===== config.mk =====
export PLATFORM = sky130hd
export DESIGN_NAME = positional_list_engine_core
export DESIGN_NICKNAME = d
export VERILOG_FILES = /design/src/sv/plen_pkg.sv /design/src/sv/plen_store.sv /design/src/sv/plen_ctrl.sv /design/src/sv/positional_list_engine_core.sv
export SDC_FILE = /design/constraint.sdc
export NUM_CORES = 1
export LEC_CHECK = 0
export ABC_AREA = 1
export BUFFER_PORTS_ARGS = -buffer_cell sky130_fd_sc_hd__buf_2
export CORE_MARGIN = 2
export CORE_UTILIZATION = 45
export CTS_CLUSTER_SIZE = 30
export DETAILED_ROUTE_END_ITERATION = 6
export PLACE_DENSITY = 0.66
export SLEW_MARGIN = 10
export SYNTH_ARGS = -nofsm -noshare
export SYNTH_HDL_FRONTEND = slang
export SYNTH_SLANG_ARGS = --single-unit
export TNS_END_PERCENT = 30

===== constraint.sdc =====
create_clock -name clk -period 7.8 [get_ports clk]
set_input_delay 1.56 -clock clk [delete_from_list [all_inputs] [get_ports clk]]
set_output_delay 1.56 -clock clk [all_outputs]
set_load 0.03 [all_outputs]

===== src/sv/plen_pkg.sv =====
`default_nettype none
// ----------------------------------------------------------------------------
// plen_pkg: shared types and constants of the positional list engine
// Sizes of the list, operation and status codes, sequencer states and the
// structures that pass between the sequencer, the entry store and the top.
// ----------------------------------------------------------------------------
package plen_pkg;

	localparam int CAPACITY = 16;
	localparam int DATA_W   = 32;
	localparam int POS_W    = 8;
	localparam int OP_W     = 2;
	localparam int IDX_W    = $clog2(CAPACITY);
	localparam int CNT_W    = $clog2(CAPACITY + 1);

	localparam logic [CNT_W-1:0] CAP_CNT = CNT_W'(CAPACITY);

	typedef enum logic [OP_W-1:0] {
		OP_INSERT  = 2'd0,
		OP_DELETE  = 2'd1,
		OP_READOUT = 2'd2,
		OP_NONE    = 2'd3
	} op_t;

	typedef enum logic [1:0] {
		STS_OK      = 2'd0,
		STS_BAD_POS = 2'd1,
		STS_FULL    = 2'd2,
		STS_EMPTY   = 2'd3
	} status_t;

	typedef enum logic [3:0] {
		ST_IDLE,
		ST_INS_RD,
		ST_INS_WR,
		ST_INS_PUT,
		ST_DEL_RD0,
		ST_DEL_CAP,
		ST_DEL_RD,
		ST_DEL_WR,
		ST_RO_RD,
		ST_RO_OUT,
		ST_EMIT
	} state_t;

	typedef struct packed {
		logic              wr_en;
		logic [IDX_W-1:0]  wr_addr;
		logic [DATA_W-1:0] wr_data;
		logic              rd_en;
		logic [IDX_W-1:0]  rd_addr;
	} mem_req_t;

	typedef struct packed {
		logic [DATA_W-1:0] val;
		logic [CNT_W-1:0]  idx;
		status_t           status;
		logic [CNT_W-1:0]  cnt;
		logic              last;
	} res_t;

endpackage
`default_nettype wire


===== src/sv/plen_store.sv =====
`default_nettype none
// ----------------------------------------------------------------------------
// plen_store: entry storage of the positional list engine
// One write port and one read port with registered read data. The read
// data holds its value until the next read.
// ----------------------------------------------------------------------------
module plen_store
	import plen_pkg::*;
(
	input  wire logic              clk,
	input  wire mem_req_t          mem,
	output logic [DATA_W-1:0]      rd_data
);

	logic [DATA_W-1:0] entries_q [CAPACITY];

	always_ff @(posedge clk) begin
		if (mem.wr_en) begin
			entries_q[mem.wr_addr] <= mem.wr_data;
		end
	end

	always_ff @(posedge clk) begin
		if (mem.rd_en) begin
			rd_data <= entries_q[mem.rd_addr];
		end
	end

endmodule
`default_nettype wire


===== src/sv/plen_ctrl.sv =====
`default_nettype none
// ----------------------------------------------------------------------------
// plen_ctrl: sequencer of the positional list engine
// Decodes a request, walks the entry store one cell at a time with a single
// shared pointer step and compare, and presents the results in order.
// ----------------------------------------------------------------------------
module plen_ctrl
	import plen_pkg::*;
(
	input  wire logic              clk,
	input  wire logic              arst_n,
	input  wire logic              req_valid,
	output logic                   req_stall,
	input  wire logic [OP_W-1:0]   op,
	input  wire logic [DATA_W-1:0] value,
	input  wire logic [POS_W-1:0]  position,
	input  wire logic              res_ready,
	output logic                   res_valid,
	output res_t                   res,
	output mem_req_t               mem,
	input  wire logic [DATA_W-1:0] rd_data
);

	state_t            state_q, state_d;
	logic [CNT_W-1:0]  count_q;
	logic [CNT_W-1:0]  ptr_q;
	logic [CNT_W-1:0]  tgt_q;
	logic [DATA_W-1:0] ins_val_q;
	logic [DATA_W-1:0] emv_q;
	logic [CNT_W-1:0]  emi_q;
	status_t           ems_q;

	// Request decode.
	logic              ins_ok, del_ok, full;
	logic [CNT_W-1:0]  pos_c, pos_m1;
	status_t           acc_status;

	assign pos_c  = CNT_W'(position);
	assign pos_m1 = pos_c - 1'b1;
	assign full   = (count_q == CAP_CNT);
	assign ins_ok = (position != '0) &&
		({1'b0, position} <= ((POS_W + 1)'(count_q) + 1'b1));
	assign del_ok = (position != '0) && ({1'b0, position} <= (POS_W + 1)'(count_q));

	always_comb begin
		case (op_t'(op))
			OP_INSERT:  acc_status = !ins_ok ? STS_BAD_POS : (full ? STS_FULL : STS_OK);
			OP_DELETE:  acc_status = del_ok ? STS_OK : STS_BAD_POS;
			OP_READOUT: acc_status = (count_q == '0) ? STS_EMPTY : STS_OK;
			default:    acc_status = STS_OK;
		endcase
	end

	// Shared pointer unit: one step (down while shifting for an insert, up
	// otherwise) and one equality compare against the stop point.
	logic             step_dn;
	logic [CNT_W-1:0] adj, stop_ref;
	logic             hit;

	assign step_dn  = (state_q == ST_INS_RD) || (state_q == ST_INS_WR);
	assign adj      = step_dn ? (ptr_q - 1'b1) : (ptr_q + 1'b1);
	assign stop_ref = step_dn ? tgt_q : count_q;
	assign hit      = (adj == stop_ref);

	assign req_stall = (state_q != ST_IDLE);

	always_ff @(posedge clk or negedge arst_n) begin
		if (!arst_n) begin
			state_q <= ST_IDLE;
		end else begin
			state_q <= state_d;
		end
	end

	always_comb begin
		state_d   = state_q;
		mem       = '0;
		res_valid = 1'b0;
		res       = '{val: '0, idx: '0, status: STS_OK, cnt: count_q, last: 1'b0};
		case (state_q)
			ST_IDLE: begin
				if (req_valid) begin
					case (op_t'(op))
						OP_INSERT: begin
							if (!ins_ok || full) begin
								state_d = ST_EMIT;
							end else if (pos_m1 == count_q) begin
								state_d = ST_INS_PUT;
							end else begin
								state_d = ST_INS_RD;
							end
						end
						OP_DELETE: begin
							state_d = del_ok ? ST_DEL_RD0 : ST_EMIT;
						end
						OP_READOUT: begin
							state_d = (count_q == '0) ? ST_EMIT : ST_RO_RD;
						end
						default: begin
							state_d = ST_EMIT;
						end
					endcase
				end
			end
			ST_INS_RD: begin
				mem.rd_en   = 1'b1;
				mem.rd_addr = adj[IDX_W-1:0];
				state_d     = ST_INS_WR;
			end
			ST_INS_WR: begin
				mem.wr_en   = 1'b1;
				mem.wr_addr = ptr_q[IDX_W-1:0];
				mem.wr_data = rd_data;
				state_d     = hit ? ST_INS_PUT : ST_INS_RD;
			end
			ST_INS_PUT: begin
				mem.wr_en   = 1'b1;
				mem.wr_addr = tgt_q[IDX_W-1:0];
				mem.wr_data = ins_val_q;
				state_d     = ST_EMIT;
			end
			ST_DEL_RD0: begin
				mem.rd_en   = 1'b1;
				mem.rd_addr = tgt_q[IDX_W-1:0];
				state_d     = ST_DEL_CAP;
			end
			ST_DEL_CAP: begin
				state_d = ST_DEL_RD;
			end
			ST_DEL_RD: begin
				if (hit) begin
					state_d = ST_EMIT;
				end else begin
					mem.rd_en   = 1'b1;
					mem.rd_addr = adj[IDX_W-1:0];
					state_d     = ST_DEL_WR;
				end
			end
			ST_DEL_WR: begin
				mem.wr_en   = 1'b1;
				mem.wr_addr = ptr_q[IDX_W-1:0];
				mem.wr_data = rd_data;
				state_d     = ST_DEL_RD;
			end
			ST_RO_RD: begin
				mem.rd_en   = 1'b1;
				mem.rd_addr = ptr_q[IDX_W-1:0];
				state_d     = ST_RO_OUT;
			end
			ST_RO_OUT: begin
				res_valid = 1'b1;
				res.val   = rd_data;
				res.idx   = adj;
				res.last  = hit;
				if (res_ready) begin
					state_d = hit ? ST_IDLE : ST_RO_RD;
				end
			end
			ST_EMIT: begin
				res_valid  = 1'b1;
				res.val    = emv_q;
				res.idx    = emi_q;
				res.status = ems_q;
				res.last   = 1'b1;
				if (res_ready) begin
					state_d = ST_IDLE;
				end
			end
			default: begin
				state_d = ST_IDLE;
			end
		endcase
	end

	always_ff @(posedge clk or negedge arst_n) begin
		if (!arst_n) begin
			count_q <= '0;
		end else if (state_q == ST_INS_PUT) begin
			count_q <= count_q + 1'b1;
		end else if ((state_q == ST_DEL_RD) && hit) begin
			count_q <= count_q - 1'b1;
		end
	end

	always_ff @(posedge clk) begin
		case (state_q)
			ST_IDLE: begin
				if (req_valid) begin
					ins_val_q <= value;
					tgt_q     <= pos_m1;
					ptr_q     <= (op_t'(op) == OP_READOUT) ? '0 : count_q;
					emv_q     <= '0;
					emi_q     <= ((op_t'(op) == OP_DELETE) && del_ok) ? pos_c : '0;
					ems_q     <= acc_status;
				end
			end
			ST_INS_WR, ST_DEL_WR: begin
				ptr_q <= adj;
			end
			ST_DEL_CAP: begin
				emv_q <= rd_data;
				ptr_q <= tgt_q;
			end
			ST_RO_OUT: begin
				if (res_ready && !hit) begin
					ptr_q <= adj;
				end
			end
			default: begin
			end
		endcase
	end

	a_accept_leaves_idle: assert property (@(posedge clk) disable iff (!arst_n)
		(req_valid && !req_stall) |=> (state_q != ST_IDLE))
		else $error("request accepted but sequencer stayed idle");

	a_count_steps_by_one: assert property (@(posedge clk) disable iff (!arst_n)
		(count_q != $past(count_q)) |->
		((count_q == $past(count_q) + 1'b1) || (count_q + 1'b1 == $past(count_q))))
		else $error("entry count moved by more than one");

	a_readout_in_range: assert property (@(posedge clk) disable iff (!arst_n)
		(state_q == ST_RO_OUT) |-> ((adj != '0) && (adj <= count_q)))
		else $error("read-out index outside the list");

	a_emit_returns_idle: assert property (@(posedge clk) disable iff (!arst_n)
		((state_q == ST_EMIT) && res_ready) |=> (state_q == ST_IDLE))
		else $error("single result delivered but sequencer not idle");

endmodule
`default_nettype wire


===== src/sv/positional_list_engine_core.sv =====
`default_nettype none
// ----------------------------------------------------------------------------
// positional_list_engine_core: ordered list of signed values by position
// Holds up to CAPACITY entries and serves insert, delete and read-out
// requests, one request at a time.
// ----------------------------------------------------------------------------
// Usage. A request (op, value, position) is taken on req_valid with req_stall
// low; req_stall stays high from the cycle after acceptance until the last
// result of that request has been handed to the output register. Results
// leave on rsp_valid/rsp_stall and carry item_value, item_index, status,
// entry_count and last; last marks the final result of a request.
// Sequence. Each request walks the entry store one cell at a time: insert
// moves each entry from the end down to the position one cell up, a read
// then a write, then writes the new value; delete reads the removed entry,
// then moves each later entry one cell down; read-out reads and presents each
// entry in turn; a failed or empty request goes straight to its result.
// Reset. arst_n clears the entry count, the sequencer and the output valid;
// entry contents are not cleared, since cells beyond the count are never
// read.
// Back-pressure. While rsp_stall is high the output register holds its
// result, and the sequencer waits with its next result until the register
// frees.
// ----------------------------------------------------------------------------
module positional_list_engine_core
	import plen_pkg::*;
(
	input  wire logic                     clk,
	input  wire logic                     arst_n,
	input  wire logic                     req_valid,
	output logic                          req_stall,
	input  wire logic [OP_W-1:0]          op,
	input  wire logic signed [DATA_W-1:0] value,
	input  wire logic [POS_W-1:0]         position,
	output logic                          rsp_valid,
	input  wire logic                     rsp_stall,
	output logic signed [DATA_W-1:0]      item_value,
	output logic [CNT_W-1:0]              item_index,
	output logic [1:0]                    status,
	output logic [CNT_W-1:0]              entry_count,
	output logic                          last
);

	logic              res_valid;
	logic              res_ready;
	res_t              res;
	mem_req_t          mem;
	logic [DATA_W-1:0] rd_data;

	// Output register state.
	logic rsp_valid_q;
	res_t rsp_q;

	plen_ctrl u_ctrl (
		.clk       (clk),
		.arst_n    (arst_n),
		.req_valid (req_valid),
		.req_stall (req_stall),
		.op        (op),
		.value     (value),
		.position  (position),
		.res_ready (res_ready),
		.res_valid (res_valid),
		.res       (res),
		.mem       (mem),
		.rd_data   (rd_data)
	);

	plen_store u_store (
		.clk     (clk),
		.mem     (mem),
		.rd_data (rd_data)
	);

	// The register may take a new result when it is empty or when its
	// current result is being taken in this very cycle.
	assign res_ready = !rsp_valid_q || !rsp_stall;

	always_ff @(posedge clk or negedge arst_n) begin
		if (!arst_n) begin
			rsp_valid_q <= 1'b0;
		end else if (res_ready) begin
			rsp_valid_q <= res_valid;
		end
	end

	always_ff @(posedge clk) begin
		if (res_ready && res_valid) begin
			rsp_q <= res;
		end
	end

	assign rsp_valid   = rsp_valid_q;
	assign item_value  = rsp_q.val;
	assign item_index  = rsp_q.idx;
	assign status      = rsp_q.status;
	assign entry_count = rsp_q.cnt;
	assign last        = rsp_q.last;

endmodule
`default_nettype wire


==> results of run 1 <==
## placed cells by master (no fill, tap or decap), types with 3 or more instances in the layout
cell,n
edfxtp_1,670
nand3_1,546
nand2_1,498
inv_1,383
nand3b_1,162
buf_2,92
o21ai_0,85
nor2_1,77
clkbuf_16,74
buf_4,65
clkbuf_1,21
nor2_4,20
ha_1,20
clkinv_1,12
clkinv_2,11
a21oi_1,10
xor2_1,10
dfrtp_1,10
nand2_2,5
nand4_1,5
o221ai_1,5
o22ai_1,5
bufinv_16,4
nor2_2,3
or2_2,3
## sequential cells by signal, indices dropped and copies added, names as in the netlist, 2 cells and up
register and flops:
u_ctrl.state_q 4, u_ctrl.ems_q 2, item_value 32, entry_count 5
u_ctrl.ptr_q 5, u_ctrl.emv_q 32, u_store.rd_data 32, status 2
u_ctrl.emi_q 5, u_ctrl.tgt_q 5, u_ctrl.ins_val_q 32, u_store.entries_q 512
u_ctrl.count_q 5, item_index 5
## stage by stage
step                      total power [mW]  worst slack [ps]
final                                 13.2              2320
after global routing                  14.0              1840
after CTS                             13.3              2370
after detailed placement              9.98              2380
after global placement                9.84              2520
after floorplan                       8.52              3440
## path summary, 6_finish.rpt
path	cells past startpoint	slack, ps	endpoint
min reg2reg	2	520	item_value[9]
min	2	520	item_value[9]
min in group asynchronous	1	820	u_ctrl.state_q[2]
max	19	2320	u_store.rd_data[22]
max reg2reg	19	2320	u_store.rd_data[22]
max in group asynchronous	1	6770	rsp_valid
## layer usage
metal / up-vias / track usage (%) / share of wire [%]
met5: - / 0 / 0
met4: 0 / 7.43 / 2.3
met3: 119 / 3.64 / 8.3
met2: 885 / 35.9 / 48
met1: 9857 / 29.7 / 42
li1: 9365 / - / -
## cell type report
class                   count  area [um^2]  share of cell area (%)
clock inverters            32          314                   0.930
flip-flops and latches    680        20400                    60.3
clock buffers              96         1940                    5.76
multi-input cells        1477         7620                    22.6
repair buffers            159          988                    2.93
well taps                 864         1080                    3.20
inverters                 386         1450                    4.29
## kinds of logic (layout without fill, tap and decap cells)
| family | after synthesis | count (layout) |
|---|---|---|
| adders and majority gates | 22 | 22 |
| and+or+nand+nor | 1328 | 1328 |
| DFF | 680 | 680 |
| xor gates and xnor gates | 12 | 12 |
| buffers and inverters | 537 | 673 |
| AOI/OAI and AO/OA | 115 | 115 |
## report_power, final
part / total (mW) / switching, mW / internal [mW]
clock network: 3.29 / 1.40 / 1.90
logic: 4.83 / 3.48 / 1.35
registers: 5.10 / 0.173 / 4.93
## worst reg2reg max path: cells and delay by family, from the launching register on
| family | cells | cell delay, ps |
|---|---|---|
| adders and majority gates | 1 | 420 |
| xor gates and xnor gates | 1 | 350 |
| and+or+nand+nor | 14 | 2520 |
| DFF | 1 | 400 |
| buffers and inverters | 3 | 1570 |
==> key figures, run 1 <==
Timing
  – Fin Hold WS: 524 ps
  – Minimum clock period: 5480 ps
  – Worst Skew: 30.1 ps
  – Final hold viol count: 0
  – Setup Total Neg Slack: 0 ps
  – Slew HR: 24.0%
  – Period Utilization, post-route: 70.2%
  – Slew Viols, Final: 0
  – Slew @ Worst Pin: 1140 ps
  – Final setup violating endpoints: 0
  – RSZ-0062 raised after global routing: no
  – Fmax: 183 MHz

Logic synthesis
  – Async SR Flop Fraction: 1.47%
  – Post-synth net total: 2762
  – Number of enable flip-flop cells after synthesis: 670
  – Synth Area in Adders: 0.968%
  – Largest family of logic cells by synthesized area: simple AND/OR/NAND/NOR gates
  – Multiplexer share of the synthesized area: 0%
  – Distinct cells, synth: 37
  – Synth Instances: 2694
  – #FFs+latches synth: 680
  – Synth top area cells: edfxtp_1, nand3_1, nand2_1, inv_1, nand3b_1
  – Post-Synth Simple-Gate Area: 21.2%
  – Yosys warns: 0
  – Synth top area share: 67.1%
  – Syn Std Cell Area: 30000 um^2
  – Most frequent cell after synthesis: edfxtp_1
  – Synth top cells by count: edfxtp_1, nand3_1, nand2_1, inv_1, nand3b_1
  – Syn avg cell area: 11.1 um^2
  – Top_reg_cell synth: edfxtp_1
  – Seq/Total Area, Yosys: 67.9%
  – Biggest area consumer among synthesized cells: edfxtp_1
  – Xor/xnor share of the synthesized area: 0.350%
  – Compound-Gate Fraction of Synth Area: 2.09%

Routing
  – Via count: 20226
  – Via density per instance: 5.48
  – # DRC: 1
  – Drt wl/cell: 20.6 um
  – Iter 0 DRT Violations: 2236
  – Drt pass-1 iters: 7
  – Routed Antenna Nets: 0
  – Post-Route WL: 76100 um

Critical path
  – Buf+Inv Stages, Crit Path: 3
  – Required time worst endpoint: 8170 ps
  – Worst Path Arrival: 5850 ps
  – Top cell family by delay on the critical path: simple AND/OR/NAND/NOR gates
  – Cell chain of the critical path: nor2_2 -> nand2_1 -> nand2_2 -> inv_1 -> fa_1 -> xnor2_1 -> nand3_1 -> nand2_1 -> nand2_1 -> nor2_2 -> nand2_4 -> nand3_4 -> buf_4 -> buf_4 -> nand3_1 -> nand3_1 -> nand3_1 -> nand3_1 -> nand2_1
  – Startpoint class of the critical path: flop
  – CP Capture Type: flop
  – Max stage delay cell, worst path: buf_4
  – Largest stage delay, worst path: 870 ps
  – Critical path class: flop to flop
  – Most common cell on crit path: nand3_1
  – Worst-path fanout max: 94
  – FF-to-FF Start: u_ctrl.state_q[3]
  – Worst Setup SP: u_ctrl.state_q[3]

CTS
  – Post-CTS Hold Fix Bufs: 0
  – Post-CTS Resized: 0
  – Clock sinks: 680
  – Post-CTS Setup Inserts: 0
  – Clk_lat worst skew: 620 ps
  – Root Driver: clkbuf_16
  – CTS tree: done
  – H-Tree Depth: 3
  – Worst-path clk slew: 60 ps
  – CTS Buf Count: 71
  – Clock Tree Buf Depth: 3

GRT
  – Largest net degree at the start of global routing: 154
  – First-pass GRT wire length: 117000 um
  – Grt ovf: 0
  – Vias in the first global route: 19825
  – Initial antenna violation count: 1
  – Total GRT Usage: 21.9%

Die
  – FP Rows: 94
  – Die X: 262 um
  – Die Area: 68700 um^2
  – Core Area: 65900 um^2
  – Die Ht: 262 um
  – I/O pins: 93
  – Initial Util: 45.5%

Finish
  – Fraction of layout instances using a drive strength above 1: 10.6%
  – Diode count: 0
  – # fillers: 5642
  – Final #Nets: 2843
  – Post-Layout Cell Count: 3694
  – Synth-to-Final Area Change: 12.6%
  – Fin util: 51.3%
  – Final Cell Area: 33800 um^2

Placement
  – GPL Wtd Cong: 0.860
  – Port bufs: 92
  – Hpwl dp: 39700 um
  – Dpl cells: 3566
  – Cell Area, Placed: 31500 um^2

Run
  – Max-Cap Viols: 0

Power
  – Leak: 13.3 nW
  – P per Cell Area: 392 nW/um^2
  – Worst vdd ir: 0.000504 V

Min path
  – Hold Startpoint: u_ctrl.emv_q[9]
  – Hold Crit Class: flop to flop

Run status
  – Failing checks: design-rule violations
  – Run status: finished, violations left
(Power assumes the default switching activity.)
==> run 2, diff against run 1 <==
--- a/config.mk
+++ b/config.mk
@@ -11,7 +11,7 @@
 export CORE_UTILIZATION = 45
 export CTS_CLUSTER_SIZE = 30
 export DETAILED_ROUTE_END_ITERATION = 6
-export PLACE_DENSITY = 0.66
+export PLACE_DENSITY = 0.68
 export SLEW_MARGIN = 10
 export SYNTH_ARGS = -nofsm -noshare
 export SYNTH_HDL_FRONTEND = slang
==> constraint.sdc (replaced) <==
create_clock -name clk -period 4.7 [get_ports clk]
set_input_delay 0.94 -clock clk [delete_from_list [all_inputs] [get_ports clk]]
set_output_delay 0.94 -clock clk [all_outputs]
set_load 0.03 [all_outputs]
==> key figures, run 2 (synthesis results as in run 1) <==
Routing
  – # DRC: 0 (-1)
  – Iter 0 DRT Violations: 2438 (+9.0%)
  – Drt pass-1 iters: 5 (-2)
  – Routed Antenna Nets: 0 (unchanged)
  – Post-Route WL: 77000 um (+1.2%)
  – Via count: 20462 (+1.2%)
  – Drt wl/cell: 20.8 um (+0.99%)
  – Via density per instance: 5.53 (+0.92%)

Die
  – Initial Util: 45.5% (unchanged)
  – Core Area: 65900 um^2 (unchanged)
  – I/O pins: 93 (unchanged)
  – Die Area: 68700 um^2 (unchanged)
  – FP Rows: 94 (unchanged)
  – Die Ht: 262 um (unchanged)
  – Die X: 262 um (unchanged)

Finish
  – Diode count: 0 (unchanged)
  – Post-Layout Cell Count: 3703 (+0.24%)
  – Fraction of layout instances using a drive strength above 1: 11.0% (+0.46 points)
  – Most frequent cells in the layout: edfxtp_1, nand3_1, nand2_1
  – Synth-to-Final Area Change: 13.1%
  – Fin util: 51.5% (+0.24 points)
  – Most flops, register: u_store.entries_q
  – Commonest non-fill, non-tap cell in the layout: edfxtp_1
  – Max FFs per register: 512 (unchanged)
  – Reg area: 20400 um^2 (unchanged)
  – # fillers: 5634 (-0.14%)
  – Final #Nets: 2858 (+0.53%)
  – Final Cell Area: 33900 um^2 (+0.47%)
  – Multi-input logic area: 7620 um^2 (unchanged)

Power
  – P per Cell Area: 649 nW/um^2 (+66%)
  – Internal: 13.6 mW (+66%)
  – Worst vdd ir: 0.000563 V (+12%)
  – Sequential Power Share: 38.5% (about the same)
  – Combinational power share: 37.7% (+1.2 points)
  – Pwr Total: 22.0 mW (+66%)
  – Sw Pwr: 8.45 mW (+67%)
  – Switch share: 38.4% (+0.18 points)
  – Clk pwr share: 23.8% (-1.1 points)
  – Leak: 13.4 nW (+0.57%)

CTS
  – CTS Buf Count: 69 (-2.8%)
  – Post-CTS Hold Fix Bufs: 0 (unchanged)
  – Clock Tree Buf Depth: 3 (unchanged)
  – Worst-path clk slew: 60 ps (about the same)
  – Post-CTS Resized: 0 (unchanged)
  – H-Tree Depth: 3 (unchanged)
  – Clock sinks: 680 (unchanged)
  – Post-CTS Setup Inserts: 0 (unchanged)
  – Root Driver: clkbuf_16
  – Clk_lat worst skew: 610 ps (about the same)
  – CTS tree: done

Critical path
  – CP Capture Type: flop
  – Worst Path Arrival: 4450 ps (-1400 ps)
  – Required time worst endpoint: 5060 ps (-3110 ps)
  – Worst-path fanout max: 60 (-36%)
  – Startpoint class of the critical path: flop
  – Critical path class: flop to flop

Timing
  – Final setup violating endpoints: 0 (unchanged)
  – Worst Skew: 15.3 ps (-14.8 ps)
  – Slew HR: 24.7% (+0.72 points)
  – Fmax: 244 MHz (+34%)
  – RSZ-0062 raised after global routing: no
  – Slew Viols, Final: 0 (unchanged)
  – Period Utilization, post-route: 87.1% (+17 points)
  – Final hold viol count: 0 (unchanged)
  – Fin Hold WS: 208 ps (-316 ps)
  – Setup Total Neg Slack: 0 ps (unchanged)
  – Minimum clock period: 4100 ps (-1380 ps)
  – Min setup slack post-route: 605 ps (-1720 ps)
  – Slew @ Worst Pin: 1130 ps (-10.8 ps)

Placement
  – Dpl cells: 3583 (+0.48%)
  – Cell Area, Placed: 31800 um^2 (+0.96%)
  – Port bufs: 92 (unchanged)
  – Hpwl dp: 43200 um (+8.8%)
  – GPL Wtd Cong: 0.835 (-2.9%)
  – Dpl ws: 705 ps (-1680 ps)

GRT
  – Vias in the first global route: 19842 (+0.086%)
  – Grt ovf: 0 (unchanged)
  – First-pass GRT wire length: 119000 um (+1.4%)
  – Initial antenna violation count: 1 (unchanged)
  – Largest net degree at the start of global routing: 161 (+4.5%)
  – Total GRT Usage: 22.1% (+0.22 points)

Run status
  – Run status: finished, final reports clean

Min path
  – Hold Crit Class: input pin to asynchronous set/reset pin

Run
  – Max-Cap Viols: 0 (unchanged)
==> run 2: power groups by stage <==
stage | Sequential [mW] | Clock [mW] | Combinational, mW
finish | 8.47 | 5.24 | 8.30
global route | 8.53 | 5.56 | 9.10
CTS | 8.47 | 5.31 | 8.25
detailed placement | 8.58 | 0 | 8.18
global placement | 8.55 | 0 | 7.99
floorplan | 8.78 | 0 | 5.36
==> run 2: path summary, 6_finish.rpt <==
check	slack, ps	startpoint	end	cells after the start
max in group asynchronous	4270	arst_n	u_ctrl.state_q[2]	1
min	210	arst_n	u_ctrl.count_q[3]	1
min reg2reg	530	u_ctrl.emv_q[14]	item_value[14]	2
max reg2reg	600	u_ctrl.state_q[0]	u_store.rd_data[30]	21
min in group clk	510	value[18]	u_ctrl.ins_val_q[18]	1
max	600	u_ctrl.state_q[0]	u_store.rd_data[30]	21
==> run 2: critical path: stages, from the launching register on <==
cell and delay, ps:
dfrtp_1 440, nor2_2 210, nand2_4 130, nand2_2 270, ha_1 360, or2_2 310
nand3_1 80, nand2_1 90, inv_1 110, nand2_1 60, nand2_1 50, nand2_1 60
nor2_2 120, nand2_4 90, nand3_1 150, nand3_4 290, buf_12 330, buf_12 240
nand3_1 120, nand3_1 90, nand3_1 100, nand2_1 60
==> run 2: final cells by class <==
class,count,share of cell area (%)
clock buffer,92,5.53
sequential,680,60.0
multi-input combinational,1477,22.5
clock inverter,28,0.701
timing repair buffer,176,3.81
inverter,386,4.27
tap,864,3.19
==> run 2: routing by layer <==
metal  global-route usage (%)  up-vias  routed length (um)
li1                         -     9389                   -
met1                     30.6     9919               31600
met2                     35.6     1008               36500
met3                     3.83      146                7050
met4                     7.16        0                1890
met5                        0        -                   0
